**src/design/dpe_pkg.sv**
```systemverilog
// shared constants and pipeline payload types for the dipole pair energy block
package dpe_pkg;

  localparam int POS_FRAC_BITS_DEF    = 8;
  localparam int MOMENT_FRAC_BITS_DEF = 14;

  localparam int SQRT_CELLS = 25;
  localparam int DIV_CELLS  = 33;

  localparam logic [32:0] NEG_LIMIT = 33'h080000000;
  localparam logic [32:0] POS_LIMIT = 33'h07FFFFFFF;

  // payload handed from one square root cell to the next
  typedef struct packed {
    logic        vld;
    logic        zero;
    logic        neg;
    logic [72:0] mag;
    logic [67:0] r2sq;
    logic [49:0] x;
    logic [26:0] rem;
    logic [24:0] root;
  } sq_t;

  // payload handed from one divider cell to the next
  typedef struct packed {
    logic        vld;
    logic        zero;
    logic        neg;
    logic        over;
    logic [92:0] den;
    logic [92:0] rem;
    logic [32:0] low;
    logic [32:0] q;
  } dv_t;

endpackage

```
**src/design/dpe_sqrt_cell.sv**
```systemverilog
// one square root cell: resolves one root bit and passes the rest on
module dpe_sqrt_cell
  import dpe_pkg::*;
(
  input  logic clk,
  input  logic rst,
  input  logic adv,
  input  sq_t  sq_in,
  output sq_t  sq_out
);

  logic [28:0] rem_sh;
  logic [28:0] trial;
  logic        take;

  assign rem_sh = {sq_in.rem, sq_in.x[49:48]};
  assign trial  = {2'b00, sq_in.root, 2'b01};
  assign take   = (rem_sh >= trial);

  always_ff @(posedge clk) begin
    if (rst) begin
      sq_out.vld <= 1'b0;
    end else if (adv) begin
      sq_out.vld <= sq_in.vld;
    end
  end

  always_ff @(posedge clk) begin
    if (adv) begin
      sq_out.zero <= sq_in.zero;
      sq_out.neg  <= sq_in.neg;
      sq_out.mag  <= sq_in.mag;
      sq_out.r2sq <= sq_in.r2sq;
      sq_out.x    <= {sq_in.x[47:0], 2'b00};
      sq_out.rem  <= take ? 27'(rem_sh - trial) : rem_sh[26:0];
      sq_out.root <= {sq_in.root[23:0], take};
    end
  end

endmodule

```
**config.mk**
```make
export PLATFORM = sky130hd
export DESIGN_NAME = dpe_sqrt_cell
export DESIGN_NICKNAME = d
export VERILOG_FILES = /design/src/design/dpe_pkg.sv /design/src/design/dpe_sqrt_cell.sv
export SDC_FILE = /design/constraint.sdc
export NUM_CORES = 1
export LEC_CHECK = 0
export BUFFER_PORTS_ARGS = -buffer_cell sky130_fd_sc_hd__buf_2
export CORE_AREA = 2 2 194 196
export CTS_CLUSTER_SIZE = 16
export DETAILED_ROUTE_END_ITERATION = 10
export DIE_AREA = 0 0 196 198
export GPL_TIMING_DRIVEN = 0
export SLEW_MARGIN = 20
export SYNTH_ARGS = -nofsm -noshare
export SYNTH_HDL_FRONTEND = slang
export SYNTH_SLANG_ARGS = --single-unit
```
**constraint.sdc**
```tcl
create_clock -name clk -period 2.85 [get_ports clk]
set_input_delay 0 -clock clk [delete_from_list [all_inputs] [get_ports clk]]
set_output_delay 0 -clock clk [all_outputs]
set_load 0.02 [all_outputs]
```
# Word-level counts from Yosys, hierarchy flattened
# Cells that the tools add are included.
[totals]
regBits = 244
latchBits = 0
mem_bits_rw = 0
romBits = 0
inputBits = 249
output_inout_bits = 246
wordCells = 11
memories = 0
[op_classes]
add_sub_neg = 1
n_mul = 0
div_mod_pow = 0
n_lt_le_gt_ge = 1
eq_ne = 0
n_shift = 0
n_mux = 1
bitwise_logic = 0
reduce_logical = 0
[ops]
columns = ["cell", "n"]
rows = [
  ["$ge A29 B27 Y1", 1],
  ["$mux W27", 1],
  ["$sub A27 B27 Y27", 1],
]

# Depth between registers and ports, before layout
# Gate-level depths: netlist of run 1.
[logic_depth]
depth_word = 2
depth_mapped = 13

# Worst setup path after synthesis of run 1
# No wires, ideal clock.
[synth_timing]
path_type = "input to register"
start = "input port sq_in[14] in the netlist's numbering"
end = "register sq_out[35] in the netlist's numbering, data pin"
setup_time_ns = 0.260
t_arrival_ns = 2.482
path_slack_ns = 0.107
stages = 12
cell_sequence = "inv_1 > ha_1 > and3_4 > and2_4 > a221oi_2 > o31ai_1 > a41oi_2 > o221ai_2 > a2111o_1 > buf_6 > buf_12 > mux2_4"
[synth_between]
elab_chain_len = 2
[synth_lines]
columns = ["element", "line", "source"]
rows = [
  ["start, declared", "dpe_sqrt_cell.sv:8", "input sq_t sq_in,"],
  ["$ge A29 B27 Y1", "dpe_sqrt_cell.sv:18", "assign take = (rem_sh >= trial);"],
  ["$mux W27", "dpe_sqrt_cell.sv:35", "sq_out.rem <= take ? 27'(rem_sh - trial) : rem_sh[26:0];"],
  ["end, declared", "dpe_sqrt_cell.sv:9", "output sq_t sq_out"],
]
# No other way between the ends.
# A chain may end at the register's enable or synchronous reset.

# Worst setup path in the final report of run 1
[layout_timing]
start = "input port sq_in[45] in the netlist's numbering"
end = "register sq_out[37] in the netlist's numbering, data pin"
# The elaborated chain is that of the path after synthesis.

==> impl_metrics.csv, run 1 <==
group,metric,value,unit
power,vdd_drop_max,0.000454,V
clock_network,clkLatencyLatePin,560,ps
power,p_leak,0.00694,uW
synthesis,syn_area,9300,um2
finish,area_growth,71.1,%
synthesis,yosysTopAreaCell,"edfxtp_1",
clock_network,post_cts_buffers,0,
global_routing,grt_pass1_vias,7807,
timing,finalHoldViolations,0,
worst_setup_path,crit_type,"input port to register",
worst_hold_path,min_from,"sq_in[51]",
power,power,10200,uW
finish,largest_reg_flops,244,
worst_hold_path,hold_path_class,"input port to register",
synthesis,synth_mux_area_share,3.77,%
floorplanning,dieArea,38800,um2
clock_network,cts_tree,"done",
synthesis,synth_seq_cells,244,
synthesis,yosysWarnings,0,
detailed_routing,ant_nets,0,
synthesis,synth-xor-area-share,2.35,%
synthesis,avgSynthCellArea,18.2,um2
worst_setup_path,r2r_setup_slack,1620,ps
worst_setup_path,cp.depth,12,
timing,finClkSkew,0,ps
timing,setup_viol,0,
global_routing,grt_pass1_wl,48.8,mm
synthesis,synthTopCellsByCount,"edfxtp_1 (243), inv_1 (42), ha_1 (27)",
finish,drive_gt1_share,45.0,%
worst_setup_path,crit_path_end,"sq_out[37]$_DFFE_PP_",
power,pwr-share-seq,43.4,%
synthesis,yosys.area_share.adder,3.63,%
detailed_routing,drt_iter0_markers,328,
floorplanning,die_h,198,um
floorplanning,io_pins,495,
finish,largest-register,"sq_out",
worst_setup_path,cp_max_fo,10,
timing,slew_headroom,46.4,%
place,hpwl,24.2,mm
floorplanning,core,37000,um2
synthesis,netlist.area_leader.share,78.4,%
synthesis,synth_compound_area_share,5.68,%
timing,fmax,0.370,GHz
worst_setup_path,rr_endpoint,"sq_out[245]$_SDFFE_PP0P_",
power,p_sw_share,26.0,%
detailed_routing,viasPerCell,4.28,
floorplanning,chipWidth,196,um
synthesis,ys_seq_area_share,78.6,%
timing,fin_ws,146,ps
worst_setup_path,start_kind,"input port",
synthesis,synthCells,511,
floorplanning,row_count,71,
clock_network,htree_levels,1,
worst_setup_path,crit_buf_inv,4,
clock_network,cts_root_buf,"clkbuf_16",
worst_setup_path,path_cells,"dlygate4sd3_1 -> buf_2 -> ha_1 -> nand4_1 -> or4b_4 -> nor4_4 -> nor2_1 -> o221ai_2 -> a2111o_1 -> buf_6 -> buf_12 -> mux2_4",
timing,finalCriticalPeriod,2700,ps
synthesis,synth.most_common_cell,"edfxtp_1",
power,internal-power,7520,uW
worst_setup_path,cp-end-kind,"register",
clock_network,cts.sinks,244,
detailed_routing,wl_per_cell,19.5,um
timing,fin_setup_tns,0,ps
timing,drv_slew,0,
job,maxCapViolCount,0,
place,place_congestion,0.788,
worst_setup_path,crit_arrival,3000,ps
finish,final_util,43.1,%
clock_network,clk_path_buf_depth,3,
worst_setup_path,slowest_stage,"or4b_4",
synthesis,yosys.area_share.simple,3.12,%
synthesis,synth_edf_count,243,
worst_setup_path,cpPeakStageDelay,540,ps
power,p_sw,2640,uW
timing,rsz0062_at_grt,"no",
floorplanning,start_util,25.2,%
detailed_routing,drt_wl_total,34.8,mm
status,outcome,"complete, no violations",
detailed_routing,vias,7631,
power,p_clk_share,38.5,%
power,p_comb_share,18.1,%
detailed_routing,drc_errors,0,
timing,period_share,94.9,%
worst_setup_path,critPathRequiredTime,3140,ps
detailed_routing,drt-pass1-iter-count,5,
place,dp_worst_setup_slack,-461,ps
synthesis,synth_top_family_by_area,"compound AO/OA/AOI/OAI gates",
clock_network,clkTransAtPathRegs,60,ps
global_routing,grt_max_degree,99,
synthesis,async_reset_ff_share,0,%
synthesis,synth_ff_type,"edfxtp_1",
timing,tightest_slew,803,ps
place,portBuffers,492,
global_routing,antenna_found_initial,10,
worst_setup_path,critical_path.top_delay_family,"simple AND/OR/NAND/NOR gates",
finish,final_nets,1558,
synthesis,synthTopCellsByArea,"edfxtp_1 (78%), ha_1 (3.6%), mux2_4 (2.3%)",
power,p_per_area,638,nW/um2
finish,reg.largest.list,"sq_out (244)",
synthesis,synth.distinct_cells,55,
clock_network,cts_made_buffers,29,
worst_setup_path,rr_worst_depth,3,
worst_setup_path,crit_start,"sq_in[45]",
global_routing,track_usage,17.0,%
global_routing,overflow,0,
worst_setup_path,reg2reg_from,"sq_out[245]$_SDFFE_PP0P_",
[layer usage]
| layer | track usage, % | wire [um] | vias to the layer above |
|---|---|---|---|
| met5 | 0 | 77 | - |
| li1 | - | - | 3505 |
| met2 | 30.5 | 17500 | 358 |
| met4 | 7.91 | 1700 | 10 |
| met3 | 4.85 | 2750 | 88 |
| met1 | 18.6 | 12700 | 3670 |
[through the flow]
step,hold WS [ps],cell area (um2),std cells
floorplan,72.4,9310,512
global placement,163,12400,1478
detailed placement,161,12400,1480
CTS,51.0,15900,1777
global route,75.6,15900,1780
finish,71.1,15900,1782
[worst min-delay path, stage by stage]
cell      delay, ps
buf_2            80
a2111o_1        100
buf_6           180
mux2_2          170
[worst min path at each step]
stage	depth (start not counted)	end	slack [ps]
after global placement	2	sq_out[245]$_SDFFE_PP0P_	160
after CTS	4	sq_out[51]$_DFFE_PP_	50
after global routing	4	sq_out[51]$_DFFE_PP_	80
after floorplan	1	sq_out[245]$_SDFFE_PP0P_	70
final	4	sq_out[51]$_DFFE_PP_	70
after detailed placement	2	sq_out[245]$_SDFFE_PP0P_	160
[cell usage in the layout (no fill, tap or decap), types with 5 or more instances in the layout]
master | netlist | routed
diode_2 | 0 | 5
buf_2 | 3 | 494
mux2i_1 | 5 | 5
dlygate4sd3_1 | 0 | 245
a21oi_1 | 23 | 23
nor2_1 | 15 | 15
o21ai_0 | 9 | 9
xnor2_1 | 18 | 18
clkinv_2 | 0 | 6
o21bai_1 | 5 | 5
nand2_1 | 14 | 14
mux2_2 | 8 | 8
mux2_4 | 14 | 14
inv_1 | 42 | 42
a21o_1 | 6 | 6
ha_1 | 27 | 27
xor2_1 | 7 | 7
clkbuf_1 | 5 | 7
clkbuf_16 | 0 | 29
edfxtp_1 | 243 | 243
nand4_1 | 9 | 9
bufinv_16 | 0 | 6
[timing repair]
action,CTS,global route
resized for setup,0,4
hold endpoints to repair,277,0
hold buffers,245,0
endpoints found under the setup margin,0,14
[layout make-up]
type | count | area (um2)
tap | 474 | 593
sequential | 244 | 7320
multi-input combinational | 213 | 1760
inverter | 42 | 158
buffer | 13 | 100
antenna | 5 | 12.5
fill | 3334 | 21000
timing repair buffer | 739 | 4980
clock inverter | 21 | 272
clock buffer | 31 | 733
[power by group through the flow]
stage / clock, uW / combinational (uW) / sequential [uW]
final: 3910 / 1840 / 4400
after global routing: 4160 / 1960 / 4430
after CTS: 4020 / 1850 / 4400
after detailed placement: 0 / 1560 / 4470
after global placement: 0 / 1540 / 4490
after floorplan: 0 / 415 / 4900
[cell families (layout without fill, tap and decap cells)]
logic type                 Yosys count  after routing
DFF                                244            244
buffers and inverters               55            846
and+or+nand+nor                     56             56
adders and majority gates           27             27
muxes                               27             27
xor gates and xnor gates            25             25
other                                1              7
AOI/OAI and AO/OA                   76             76
No activity file was read; power rests on OpenSTA's default activity.
==> run 2, diff against run 1 <==
==> constraint.sdc (replaced) <==
create_clock -name clk -period 2.85 [get_ports clk]
set_input_delay 0.855 -clock clk [delete_from_list [all_inputs] [get_ports clk]]
set_output_delay 0.855 -clock clk [all_outputs]
set_load 0.02 [all_outputs]
==> impl_metrics.csv, run 2 (synthesized netlist as in run 1, its figures left out) <==
group,metric,value,unit
detailed_routing,drt_iter0_markers,273,
clock_network,htree_levels,1,
place,dp_worst_setup_slack,-953,ps
finish,final_nets,1337,
clock_network,clk_path_buf_depth,3,
place,place_inst,1480,
detailed_routing,drt_wl_total,31.7,mm
worst_setup_path,crit_type,"input port to register",
clock_network,clkTransAtPathRegs,60,ps
power,p_clk_share,37.1,%
clock_network,cts.sinks,244,
clock_network,clkLatencyLatePin,540,ps
floorplanning,io_pins,495,
finish,largest_reg_flops,244,
power,p_sw_share,26.5,%
worst_setup_path,rr_worst_depth,2,
floorplanning,row_count,71,
global_routing,grt_pass1_vias,6695,
timing,finalCriticalPeriod,3010,ps
finish,drive_gt1_share,59.8,%
detailed_routing,viasPerCell,4.31,
power,internal-power,7150,uW
finish,final_common_cell,"buf_2",
timing,rsz0062_at_grt,"yes",
global_routing,track_usage,15.3,%
timing,fin_setup_tns,-3610,ps
floorplanning,core,37000,um2
clock_network,cts_tree,"done",
power,vdd_drop_max,0.000427,V
finish,area_growth,50.6,%
global_routing,grt_max_degree,100,
power,p_leak,0.00606,uW
detailed_routing,drt-pass1-iter-count,6,
finish,layout_common_cells,"buf_2 (483), edfxtp_1 (243), inv_1 (34), buf_4 (29), clkbuf_16 (29)",
place,portBuffers,492,
power,pwr-share-seq,45.2,%
worst_hold_path,min_path_cells,2,
worst_setup_path,critPathRequiredTime,3150,ps
detailed_routing,ant_nets,0,
power,p_sw,2570,uW
power,p_per_area,694,nW/um2
timing,drv_slew,0,
power,p_comb_share,17.7,%
floorplanning,dieArea,38800,um2
finish,fin_cells,1561,
global_routing,antenna_found_initial,13,
floorplanning,start_util,25.2,%
timing,slew_headroom,57.0,%
timing,tightest_slew,645,ps
status,violations,"setup timing",
clock_network,cts_made_buffers,28,
worst_setup_path,crit_arrival,3310,ps
global_routing,overflow,0,
clock_network,hold_buffers,0,
floorplanning,chipWidth,196,um
finish,reg.largest.list,"sq_out (244)",
worst_setup_path,cp-end-kind,"register",
timing,setup_viol,27,
place,place_congestion,0.801,
timing,fmax,0.332,GHz
detailed_routing,drc_errors,0,
job,maxCapViolCount,0,
finish,final_cell_area,14000,um2
place,hpwl,24.6,mm
worst_setup_path,start_kind,"input port",
timing,period_share,106,%
timing,finClkSkew,0,ps
clock_network,cts_root_buf,"clkbuf_16",
finish,largest-register,"sq_out",
timing,finalHoldViolations,0,
finish,fillers,3553,
floorplanning,die_h,198,um
place,dpl_cell_area,12600,um2
detailed_routing,wl_per_cell,20.3,um
status,outcome,"finished with violations",
worst_setup_path,cp_max_fo,6,
timing,fin_ws,-161,ps
detailed_routing,vias,6725,
global_routing,grt_pass1_wl,43.6,mm
worst_hold_path,hold_path_class,"input port to register",
## run 2: path summary, 6_finish.rpt
kind	startpoint	endpoint	slack, ps
min	rst	sq_out[245]$_SDFFE_PP0P_	460
min reg2reg	sq_out[245]$_SDFFE_PP0P_	sq_out[245]$_SDFFE_PP0P_	530
max reg2reg	sq_out[245]$_SDFFE_PP0P_	sq_out[245]$_SDFFE_PP0P_	2250
max	sq_in[13]	sq_out[38]$_DFFE_PP_	-160
## run 2: final cells by class
cell class | instances | area, um2 | share of cell area (%)
well taps | 474 | 593 | 4.23
plain buffers | 7 | 88.8 | 0.634
repair buffers | 525 | 2860 | 20.4
diodes | 6 | 15.0 | 0.107
flip-flops and latches | 244 | 7320 | 52.2
inverters | 42 | 170 | 1.21
clock inverters | 15 | 165 | 1.18
clock buffers | 35 | 748 | 5.34
multi-input cells | 213 | 2050 | 14.6
## run 2: repair_timing
| action | 4_1_cts | 5_1_grt |
|---|---|---|
| pin swaps | 15 | 10 |
| resized for setup | 27 | 39 |
| cloned | 1 | 0 |
| setup endpoints to repair | 28 | 28 |
| buffers inserted | 21 | 9 |
## run 2: through the flow
step,total power (uW),hold slack (ps),utilization (%)
global route,10100,433,37.9
finish,9720,462,37.9
CTS,9800,432,37.3
global placement,6080,483,34.0
detailed placement,6080,512,34.1
floorplan,5350,579,-
## run 2: routing by layer
layer  vias up  wire length, um  track usage (%)  part of all wire, %
li1       3065                -                -                    -
met1      3282            11300             16.2                   36
met2       295            16200             27.1                   51
met5         -               92                0                 0.29
met3        69             2850             6.05                  9.0
met4        14             1320             6.82                  4.1
## run 2: critical path, stage by stage
cell and delay, ps:
buf_8 100, inv_4 50, ha_4 200, and3_4 170, and2_4 140, a221oi_4 300
o31ai_4 130, a41oi_2 210, o221ai_2 140, a2111o_1 410, buf_8 160, buf_12 140
mux2_4 300
## run 2: power by group through the flow
| stage | Sequential, uW | Combinational (uW) | Clock [uW] |
|---|---|---|---|
| 4_1_cts | 4400 | 1690 | 3720 |
| 3_3_place_gp | 4490 | 1600 | 0 |
| 2_1_floorplan | 4900 | 453 | 0 |
| 6_report | 4390 | 1720 | 3610 |
| 3_5_place_dp | 4470 | 1610 | 0 |
| 5_1_grt | 4430 | 1830 | 3860 |
