<file path="src/design/dpe_pkg.sv">
// shared constants and pipeline payload types for the dipole pair energy block
package dpe_pkg;

  localparam int POS_FRAC_BITS_DEF    = 8;
  localparam int MOMENT_FRAC_BITS_DEF = 14;

  localparam int SQRT_CELLS = 25;
  localparam int DIV_CELLS  = 33;

  localparam logic [32:0] NEG_LIMIT = 33'h080000000;
  localparam logic [32:0] POS_LIMIT = 33'h07FFFFFFF;

  // payload handed from one square root cell to the next
  typedef struct packed {
    logic        vld;
    logic        zero;
    logic        neg;
    logic [72:0] mag;
    logic [67:0] r2sq;
    logic [49:0] x;
    logic [26:0] rem;
    logic [24:0] root;
  } sq_t;

  // payload handed from one divider cell to the next
  typedef struct packed {
    logic        vld;
    logic        zero;
    logic        neg;
    logic        over;
    logic [92:0] den;
    logic [92:0] rem;
    logic [32:0] low;
    logic [32:0] q;
  } dv_t;

endpackage

</file>
<file path="src/design/dpe_div_cell.sv">
// one divider cell: restoring step for one quotient bit
module dpe_div_cell
  import dpe_pkg::*;
(
  input  logic clk,
  input  logic rst,
  input  logic adv,
  input  dv_t  dv_in,
  output dv_t  dv_out
);

  logic [93:0] rem_sh;
  logic        take;

  assign rem_sh = {dv_in.rem, dv_in.low[32]};
  assign take   = (rem_sh >= {1'b0, dv_in.den});

  always_ff @(posedge clk) begin
    if (rst) begin
      dv_out.vld <= 1'b0;
    end else if (adv) begin
      dv_out.vld <= dv_in.vld;
    end
  end

  always_ff @(posedge clk) begin
    if (adv) begin
      dv_out.zero <= dv_in.zero;
      dv_out.neg  <= dv_in.neg;
      dv_out.over <= dv_in.over;
      dv_out.den  <= dv_in.den;
      dv_out.rem  <= take ? 93'(rem_sh - {1'b0, dv_in.den}) : rem_sh[92:0];
      dv_out.low  <= {dv_in.low[31:0], 1'b0};
      dv_out.q    <= {dv_in.q[31:0], take};
    end
  end

endmodule

</file>
<file path="config.mk">
export PLATFORM = sky130hd
export DESIGN_NAME = dpe_div_cell
export DESIGN_NICKNAME = d
export VERILOG_FILES = /design/src/design/dpe_pkg.sv /design/src/design/dpe_div_cell.sv
export SDC_FILE = /design/constraint.sdc
export NUM_CORES = 1
export LEC_CHECK = 0
export BUFFER_PORTS_ARGS = -buffer_cell sky130_fd_sc_hd__buf_2
export CAP_MARGIN = 25
export CORE_AREA = 2 2 198 200
export DETAILED_ROUTE_END_ITERATION = 10
export DIE_AREA = 0 0 200 202
export HOLD_SLACK_MARGIN = 0.1
export PLACE_DENSITY = 0.65
export SYNTH_ARGS = -nofsm -noshare
export SYNTH_HDL_FRONTEND = slang
export SYNTH_SLANG_ARGS = --single-unit
</file>
<file path="constraint.sdc">
create_clock -name clk -period 4.4 [get_ports clk]
set_input_delay 0.44 -clock clk [delete_from_list [all_inputs] [get_ports clk]]
set_output_delay 0.44 -clock clk [all_outputs]
set_load 0.02 [all_outputs]
</file>
Yosys cells after proc, flatten, opt, wreduce, memory -nomap -nowiden --
Index checks and enable logic that the tools add are counted.
Storage, ports and cells: register bits 255, bits of input ports 259, output and inout port bits 256, logic and storage cells 11
Cells by class: $add $sub $neg 1, order comparisons 1, multiplexer cells 1
Operators with widths (number):
- 94-bit by 93-bit >= comparator with 1-bit output | 1
- 93-bit two-way mux | 1
- 93-bit subtractor | 1

Depth between registers and ports, before layout --
Gate-level depths: netlist of run 1.
depth in word-level cells 2, mapped depth 17

Worst setup path before layout of run 1 --
OpenSTA, ideal clock, no wires.
path kind input to register, from input port dv_in[65] (netlist bit), to register dv_out[146] (netlist bit), data pin, setup time 258 ps, data arrival time 3193 ps, data required time 4142 ps, path slack 949 ps, stages on the path 17, buffers on the path 2, cell sequence inv_1 > ha_1 > inv_1 > fa_1 > a21oi_1 > o21ai_1 > a31oi_4 > o311ai_2 > a311o_1 > and4_1 > o21a_1 > nor2_2 > inv_2 > buf_4 > buf_4 > nor2_1 > a21oi_2
On the way: longest elaborated chain between the ends 2
Ends and longest elaborated chain:
- start: declaration | RTL line dpe_div_cell.sv:8 | input dv_t dv_in,
- 93-bit subtractor / 94-bit by 93-bit >= comparator with 1-bit output (equally long branches) | RTL line dpe_div_cell.sv:32, dpe_div_cell.sv:16
- 93-bit two-way mux (*) | RTL line dpe_div_cell.sv:32 | dv_out.rem <= take ? 93'(rem_sh - {1'b0, dv_in.den}) : rem_sh[92:0];
- end: declaration | RTL line dpe_div_cell.sv:9 | output dv_t dv_out
Every way passes the cells marked *; elsewhere a longest branch is shown, timed or not. A chain may end at the register's enable or synchronous reset.

Worst setup path after layout of run 1 --
from input port dv_in[159] (netlist bit), to register dv_out[148] (netlist bit), data pin
Same word-level chain as after synthesis.

==> impl_metrics.csv, run 1 <==
group,metric,value,unit
synth,synth.top_cell.area_share,50.3,%
synth,synth_top_area_cell,"edfxtp_1",
final_layout,area_delta_synth_final,36.3,%
synth,synth_cells,1505,
power,p_int,5040,uW
sta,finClkSkew,0,ns
synth,synth_area_per_cell,10.1,sq um
placement,portBuffers,512,
critical_path,cp_num_buf_inv,3,
routing,drt-pass1-iter-count,5,
synth,synth.most_common_cell,"edfxtp_1",
clocking,clk_latency,0.55,ns
synth,ys_types,80,
power,p_sw,2410,uW
clocking,h-tree-depth,1,
placement,dpl_cell_area,18200,sq um
synth,ys_top_cells_by_count,"edfxtp_1 (254), a21oi_1 (207), nor2_1 (151), inv_1 (132), nand2_1 (118)",
power,switching_share,32.4,%
synth,synth_edf_count,254,
global_routing,antenna_found_initial,6,
clocking,path_clk_slew,0.06,ns
critical_path,cp_slowest_stage_delay,0.53,ns
clocking,clock-sinks,255,
final_layout,postLayoutCellArea,20700,sq um
power,p_clk_share,30.0,%
power,ir_drop,270,uV
synth,ys.flop_type,"edfxtp_1",
clocking,cts_buffer_depth,3,
floorplanning,start_util,39.6,%
routing,drc,0,
floorplanning,die-area,40400,sq um
clocking,cts-root-buf,"clkbuf_16",
final_layout,final_util,54.0,%
synth,synthesis.nets,1858,
routing,route.vias.total,13900,
sta,max_slew_margin,43.7,%
sta,finalSetupViolCount,0,
routing,ant_nets,0,
floorplanning,fp.dieH,202,microns
synth,seq_area_frac_synth,50.4,%
synth,yosys-top-cells-area,"edfxtp_1 (50%), ha_1 (7.7%), a21oi_1 (6.8%)",
synth,synth_seq_cells,255,
critical_path,crit_arrival,4.32,ns
routing,wl_per_cell,18.6,microns
global_routing,grt_start_max_net_pins,109,
sta,fin_setup_tns,0,ns
critical_path,cp-start-kind,"input port",
power,p_leak,0.00896,uW
final_layout,layout-drive-gt1-share,27.2,%
floorplanning,rows,72,
floorplanning,io_pins,515,
power,power.density,360,nW/um^2
sta,period_needed,4.02,ns
synth,async_flop_share,0,%
global_routing,gr-total-overflow,0,
critical_path,crit_fanout,4,
critical_path,slowest_stage,"dlygate4sd3_1",
run_status,status,"complete, no violations",
clocking,cts_tree,"done",
critical_path,cp_data_required_time,4.70,ns
placement,place_congestion,0.875,
sta,tightest_slew,0.845,ns
final_layout,registers.top_by_ff_count,"dv_out",
critical_path,crit_top_cell,"a21oi_1",
clocking,cts_inserted_buffers,29,
clocking,post_cts_buffers,0,
sta,hold_viol,0,
sta,max_clock_freq,0.249,GHz
flow_run,maxCapViolations,0,
synth,yosys_warnings,0,
final_layout,largest_registers,"dv_out: 255 flops",
routing,vias_per_cell,5.15,
power,total_power,7450,uW
floorplanning,die_w,200,microns
critical_path,crit_family,"compound AO/OA/AOI/OAI gates",
global_routing,grt_pass1_wl,75300,microns
power,combPwrFrac,28.8,%
floorplanning,core_area,38300,sq um
global_routing,grtUsageTotal,24.0,%
critical_path,critical_path_class,"input port to register",
sta,slew_viol_final,0,
critical_path,crit_chain,"dlygate4sd3_1, buf_2, ha_1, inv_1, fa_1, a21oi_1, o21ai_1, a31oi_4, o311ai_2, a311o_1, and2_1, a21oi_1, o21bai_1, nor4_1, nor3_1",
placement,hpwl,38600,microns
sta,layout_worst_path_cycle_share,91.3,%
critical_path,critPathCaptureType,"register",
power,seqPwrFrac,41.2,%
synth,netlist_area,15200,sq um
final_layout,largest_reg_flops,255,
sta,grt_setup_unrepaired,"no",
global_routing,grt_pass1_vias,13700,
routing,drt_iter0_drc,813,
final_layout,nets,2510,
routing,wirelength,50400,microns
hold_path,hold_path_class,"input port to register",
## cells by family (layout without fill, tap and decap cells)
family	after synthesis	count (layout)	share of synthesized area, %
compound gates	448	448	18.0
simple gates	426	426	13.1
flops	255	255	50.4
buf+inv	199	874	5.92
fa+ha+maj	94	94	7.80
xor+xnor	81	81	4.68
other cells	1	6	0.0247
mux	1	1	0.0660
## stage by stage
step | hold WS (ns) | worst slack (ns) | std cells
global placement | 0.475 | 0.351 | 2484
finish | 0.133 | 0.384 | 2703
global route | 0.115 | 0.169 | 2700
floorplan | 0.512 | 0.949 | 1505
CTS | 0.112 | 0.453 | 2698
detailed placement | 0.481 | 0.355 | 2484
## worst register-to-register path: cells and delay by family (launching register included)
kind	cells	cell delay, ns
flops	1	0.31
mux	1	0.12
simple gates	1	0.05
buf+inv	1	0.55
## repair_timing
item	4_1_cts	5_1_grt
endpoints found under the setup margin	0	0
endpoints found under the hold margin	159	0
hold buffers	160	0
gates resized for setup	0	0
## final timing paths
check,end,depth (start not counted),slack (ns),from
worst max register to register,dv_out[255],3,3.26,dv_out[255]
worst min register to register,dv_out[255],3,1.06,dv_out[255]
worst min-delay path,dv_out[248],1,0.13,dv_in[248]
worst max-delay path,dv_out[148],15,0.38,dv_in[159]
## per-layer routing
layer	global-route usage [%]	vias to the layer above	wire (microns)
li1	-	6817	-
met1	30.2	6530	21000
met2	41.1	502	24300
met3	5.07	69	3590
met4	7.46	4	1510
met5	0	-	24
## power by group through the flow
stage	registers [uW]	clock network (uW)	logic, uW
after detailed placement	3110	0	2010
final	3070	2240	2140
after CTS	3070	2300	2140
after global placement	3110	0	2000
after floorplan	3470	0	947
after global routing	3090	2390	2340
## cell type report
class,instances,area (sq um)
multi-input cells,1051,6630
repair buffers,687,4360
clock buffers,35,748
diodes,5,12.5
well taps,518,648
fillers,3430,17600
flip-flops and latches,255,7650
inverters,133,502
clock inverters,19,124
## cell usage in the layout (no fill, tap or decap), drive strengths merged, types with 4 or more instances in the layout
cell	n
nand2	119
nor2	153
o21bai	34
a31oi	16
a21boi	6
edfxtp	254
a21oi	210
nand4	45
or3	10
or4	5
nor2b	9
o21ai	81
nor3	29
clkinvlp	4
ha	93
o21a	14
and3	6
clkinv	11
a21o	23
inv	137
dlygate4sd3	160
nand3	14
nand2b	7
xor2	22
and2	4
nor4	9
or2	5
a211oi	10
clkbuf	35
o31ai	10
o211ai	5
a221o	7
xnor2	59
o221ai	5
diode	5
buf	527
No activity file was read; power rests on OpenSTA's default activity.
==> inputs of run 2 (changes only) <==
--- a/config.mk
+++ b/config.mk
@@ -8,10 +8,13 @@
 export BUFFER_PORTS_ARGS = -buffer_cell sky130_fd_sc_hd__buf_2
 export CAP_MARGIN = 25
 export CORE_AREA = 2 2 198 200
+export CTS_CLUSTER_DIAMETER = 40
 export DETAILED_ROUTE_END_ITERATION = 10
 export DIE_AREA = 0 0 200 202
+export GPL_TIMING_DRIVEN = 1
 export HOLD_SLACK_MARGIN = 0.1
 export PLACE_DENSITY = 0.65
+export RECOVER_POWER = 25
 export SYNTH_ARGS = -nofsm -noshare
 export SYNTH_HDL_FRONTEND = slang
 export SYNTH_SLANG_ARGS = --single-unit
==> impl_metrics.csv, run 2 (synthesized netlist as in run 1, its figures left out) <==
group,metric,value,unit
power,total_power,8970,uW
critical_path,rr_startpoint,"dv_out[255]",
critical_path,cp-startpoint,"dv_in[159]",
sta,hold_viol,0,
clocking,post_cts_buffers,0,
routing,drt_iter0_drc,813,
clocking,clk_latency,0.56,ns
global_routing,gr-total-overflow,0,
clocking,path_clk_slew,0.05,ns
floorplanning,start_util,39.6,%
floorplanning,core_area,38300,sq um
critical_path,ff2ff_setup_slack,3.23,ns
clocking,cts_tree,"done",
sta,finalSetupViolCount,0,
critical_path,crit_arrival,4.37,ns
critical_path,rr_endpoint,"dv_out[255]",
placement,portBuffers,512,
hold_path,hold_path_class,"input port to register",
sta,slew_viol_final,107,
sta,whs,0.153,ns
placement,hpwl,38600,microns
floorplanning,io_pins,515,
sta,period_needed,4.06,ns
clocking,cts_buffer_depth,3,
routing,vias_per_cell,5.16,
placement,place_congestion,0.875,
sta,setup_ws,0.336,ns
sta,layout_worst_path_cycle_share,92.4,%
critical_path,r2r_cells,3,
critical_path,crit_fanout,4,
clocking,h-tree-depth,2,
final_layout,registers.top_by_ff_count,"dv_out",
clocking,cts-root-buf,"clkbuf_16",
hold_path,min_path_cells,3,
final_layout,area_delta_synth_final,40.6,%
final_layout,mostFrequentLayoutCell,"buf_2",
flow_run,maxCapViolations,1,
routing,wirelength,51400,microns
global_routing,grtUsageTotal,24.6,%
power,p_leak,0.00910,uW
clocking,cts_inserted_buffers,43,
placement,pre_cts_ws,0.355,ns
sta,tightest_slew,2.80,ns
global_routing,grt_start_max_net_pins,109,
final_layout,final_util,55.7,%
critical_path,cp-start-kind,"input port",
clocking,cts_resized,0,
global_routing,grt_pass1_wl,76600,microns
floorplanning,fp.dieH,202,microns
routing,ant_nets,0,
final_layout,layout-drive-gt1-share,24.3,%
final_layout,largest_reg_flops,255,
sta,max_slew_margin,-86.6,%
routing,route.vias.total,14100,
critical_path,cp_data_required_time,4.71,ns
floorplanning,die_w,200,microns
routing,drt-pass1-iter-count,5,
sta,grt_setup_unrepaired,"no",
hold_path,hold_start,"dv_in[69]",
sta,max_clock_freq,0.246,GHz
hold_path,worstHoldEndpoint,"dv_out[70]",
final_layout,nets,2526,
final_layout,layout_common_cells,"buf_2 (424), edfxtp_1 (254), a21oi_1 (207), dlygate4sd3_1 (162), nor2_1 (151)",
floorplanning,die-area,40400,sq um
power,ir_drop,444,uV
clocking,clock-sinks,255,
floorplanning,rows,72,
run_status,status,"complete, but fails checks",
power,power.density,421,nW/um^2
critical_path,critical_path_class,"input port to register",
final_layout,largest_registers,"dv_out: 255 flops",
sta,fin_setup_tns,0,ns
global_routing,antenna_found_initial,6,
routing,wl_per_cell,18.8,microns
clocking,cts_hold_buffers,162,
sta,finClkSkew,0,ns
routing,drc,0,
critical_path,critPathCaptureType,"register",
run_status,violations,"capacitance limit, slew limit",
global_routing,grt_pass1_vias,14100,
[run 2: changes by cell type in the layout (fill, tap and decap cells not counted), sizes merged]
cell,previous run,this run
clkinvlp,4,1
clkbuf,35,136
clkinv,11,10
buf,527,439
dlygate4sd3,160,162
inv,137,144
bufinv,0,10
[run 2: layout make-up]
class,count,area [sq um]
Clock buffer,48,1090
Fill cell,3398,17000
Antenna cell,5,12.5
Inverter,133,502
Timing Repair Buffer,689,4270
Clock inverter,32,523
Multi-Input combinational cell,1051,6630
Sequential cell,255,7650
Tap cell,518,648
[run 2: critical path: stages]
cell and delay [ns]:
dlygate4sd3_1 0.54, clkbuf_1 0.13, ha_1 0.18, inv_1 0.06, fa_1 0.39, a21oi_1 0.20, o21ai_1 0.16, a31oi_4 0.30
o311ai_2 0.17, a311o_1 0.36, and2_1 0.23, a21oi_1 0.53, o21bai_1 0.28, nor4_1 0.31, nor3_1 0.09
[run 2: metal layers]
metal / GRT usage [%] / part of all wire, %
met1: 30.5 / 41
met2: 41.2 / 48
met3: 6.07 / 7.4
met4: 9.23 / 3.6
met5: 0 / 0.047
[run 2: stage by stage]
| stage | area, sq um | instances |
|---|---|---|
| 2_1_floorplan | 15200 | 1505 |
| 4_1_cts | 21400 | 2726 |
| 3_3_place_gp | 18200 | 2484 |
| 6_report | 21300 | 2731 |
| 3_5_place_dp | 18200 | 2484 |
| 5_1_grt | 21300 | 2728 |
[run 2: power breakdown]
part | switching [uW] | internal [uW] | total [uW]
logic | 1340 | 803 | 2140
clock network | 1320 | 2440 | 3760
registers | 67.5 | 3010 | 3080
total | 2720 | 6250 | 8970
[run 2: worst max-delay path by stage]
stage / end / slack (ns) / cells after the start
final: dv_out[148] / 0.34 / 15
after global routing: dv_out[131] / 0.08 / 16
after detailed placement: dv_out[148] / 0.35 / 15
after floorplan: dv_out[146] / 0.95 / 17
after CTS: dv_out[148] / 0.47 / 15
after global placement: dv_out[148] / 0.35 / 15
==> inputs of run 3 (changes only) <==
==> constraint.sdc (replaced) <==
create_clock -name clk -period 4.4 [get_ports clk]
set_input_delay 0.22 -clock clk [delete_from_list [all_inputs] [get_ports clk]]
set_output_delay 0.22 -clock clk [all_outputs]
set_load 0.02 [all_outputs]
==> impl_metrics.csv, run 3 (synthesized netlist as in run 1, its figures left out) <==
group,metric,value,unit
critical_path,crit_top_cell,"a21o_1",
clocking,cts_buffer_depth,3,
final_layout,area_delta_synth_final,45.0,%
placement,portBuffers,512,
routing,route.vias.total,14600,
power,power.density,395,nW/um^2
floorplanning,start_util,39.6,%
placement,place_congestion,0.861,
sta,finClkSkew,0,ns
flow_run,maxCapViolations,1,
routing,wl_per_cell,19.0,microns
sta,grt_setup_unrepaired,"no",
sta,period_needed,4.02,ns
global_routing,antenna_found_initial,9,
routing,wl_met2,26200,microns
final_layout,final_util,57.5,%
sta,hold_viol,0,
final_layout,mostFrequentLayoutCell,"buf_2",
critical_path,crit_fanout,6,
global_routing,grtUsageTotal,25.8,%
critical_path,slowest_stage,"nor4_1",
sta,max_clock_freq,0.249,GHz
power,p_int,5940,uW
sta,layout_worst_path_cycle_share,91.4,%
critical_path,rr_endpoint,"dv_out[255]",
clocking,clk_latency,0.56,ns
routing,ant_nets,0,
floorplanning,core_area,38300,sq um
placement,dpl_cell_area,18100,sq um
floorplanning,rows,72,
floorplanning,fp.dieH,202,microns
routing,drt_iter0_drc,827,
power,total_power,8680,uW
routing,top_layer,"met5",
sta,slew_viol_final,106,
routing,dr_wl_met3,3830,microns
final_layout,layout-drive-gt1-share,22.7,%
power,p_leak,0.00933,uW
critical_path,critical_path_class,"input port to register",
placement,pre_cts_ws,0.498,ns
clocking,post_cts_buffers,0,
placement,hpwl,38800,microns
routing,met1Wirelength,21800,microns
power,ir_drop,335,uV
final_layout,largest_registers,"dv_out: 255 flops",
hold_path,min_path_cells,4,
global_routing,grt_start_max_net_pins,108,
critical_path,rr_startpoint,"dv_out[255]",
sta,setup_ws,0.378,ns
run_status,violations,"capacitance limit, slew limit",
clocking,path_clk_slew,0.06,ns
final_layout,postLayoutCellArea,22000,sq um
critical_path,cp-start-kind,"input port",
critical_path,crit_family,"compound AO/OA/AOI/OAI gates",
sta,finalSetupViolCount,0,
critical_path,crit_chain,"dlygate4sd3_1, clkbuf_1, inv_1, ha_1, a21o_1, a21o_1, a21o_1, a221o_1, o21ai_1, a21oi_1, nor4_1, o31ai_1, a2111oi_0, a211oi_1",
sta,max_slew_margin,-88.8,%
final_layout,largest_reg_flops,255,
clocking,cts_inserted_buffers,44,
global_routing,grt_pass1_wl,80900,microns
final_layout,multi_input_area,6630,sq um
final_layout,layout_common_cells,"buf_2 (412), edfxtp_1 (254), dlygate4sd3_1 (254), a21oi_1 (207), nor2_1 (151)",
hold_path,hold_path_class,"input port to register",
routing,wirelength,53600,microns
global_routing,gr-total-overflow,0,
routing,drc,0,
floorplanning,io_pins,515,
routing,vias_per_cell,5.18,
power,switching_share,31.6,%
critical_path,cp_data_required_time,4.68,ns
critical_path,r2r_cells,3,
hold_path,hold_start,"dv_in[147]",
clocking,cts-root-buf,"clkbuf_16",
final_layout,registers.top_by_ff_count,"dv_out",
power,seqPwrFrac,35.5,%
power,p_clk_share,39.1,%
clocking,clock-sinks,255,
floorplanning,die_w,200,microns
critical_path,ff2ff_setup_slack,3.22,ns
power,p_sw,2740,uW
sta,fin_setup_tns,0,ns
clocking,h-tree-depth,2,
critical_path,critPathCaptureType,"register",
critical_path,cp_slowest_stage_delay,0.65,ns
final_layout,seqCellArea,7650,sq um
hold_path,worstHoldEndpoint,"dv_out[148]",
routing,drt-pass1-iter-count,6,
run_status,status,"complete, but fails checks",
critical_path,cp_num_buf_inv,3,
final_layout,nets,2613,
critical_path,crit_arrival,4.31,ns
sta,tightest_slew,2.83,ns
global_routing,grt_pass1_vias,14800,
final_layout,fillers,3262,
clocking,cts_tree,"done",
power,combPwrFrac,25.5,%
floorplanning,die-area,40400,sq um
run 3: tightest hold or removal path, stage by stage:
cell,delay (ns)
buf_2,0.11
nor3_1,0.06
a41o_1,0.20
nor3_1,0.12
run 3: worst max path at each step:
stage             endpoint        from  cells after the start
2_1_floorplan  dv_out[146]   dv_in[65]                     17
3_3_place_gp   dv_out[148]   dv_in[65]                     15
3_5_place_dp   dv_out[155]  dv_in[173]                     13
4_1_cts        dv_out[155]   dv_in[79]                     13
5_1_grt        dv_out[155]  dv_in[167]                     14
6_report       dv_out[155]  dv_in[173]                     14
run 3: area by class of cell:
cell class / instances / share of cell area [%]
Antenna cell: 6 / 0.0683
Clock buffer: 48 / 5.17
Clock inverter: 32 / 1.46
Inverter: 133 / 2.28
Multi-Input combinational cell: 1051 / 30.1
Sequential cell: 255 / 34.8
Tap cell: 518 / 2.95
Timing Repair Buffer: 775 / 23.2
run 3: layer usage:
metal | up-vias | global-route usage [%]
met4 | 4 | 9.31
li1 | 7023 | -
met3 | 104 | 6.77
met1 | 6893 | 31.3
met2 | 568 | 44.0
met5 | - | 0
run 3: what timing repair did:
item	4_1_cts	5_1_grt
hold buffers	254	0
gates resized for setup	0	0
hold endpoints to repair	253	0
endpoints found under the setup margin	0	0
run 3: metrics by stage:
step                hold WS (ns)  std cells
finish                     0.280       2818
global placement           0.378       2478
detailed placement         0.386       2478
floorplan                  0.292       1505
CTS                        0.226       2812
global route               0.274       2815
run 3: power by group through the flow:
stage,Clock [uW],Combinational (uW),Sequential [uW]
CTS,3450,2200,3070
global route,3570,2400,3100
floorplan,0,947,3470
finish,3390,2210,3080
detailed placement,0,2010,3110
global placement,0,1990,3110
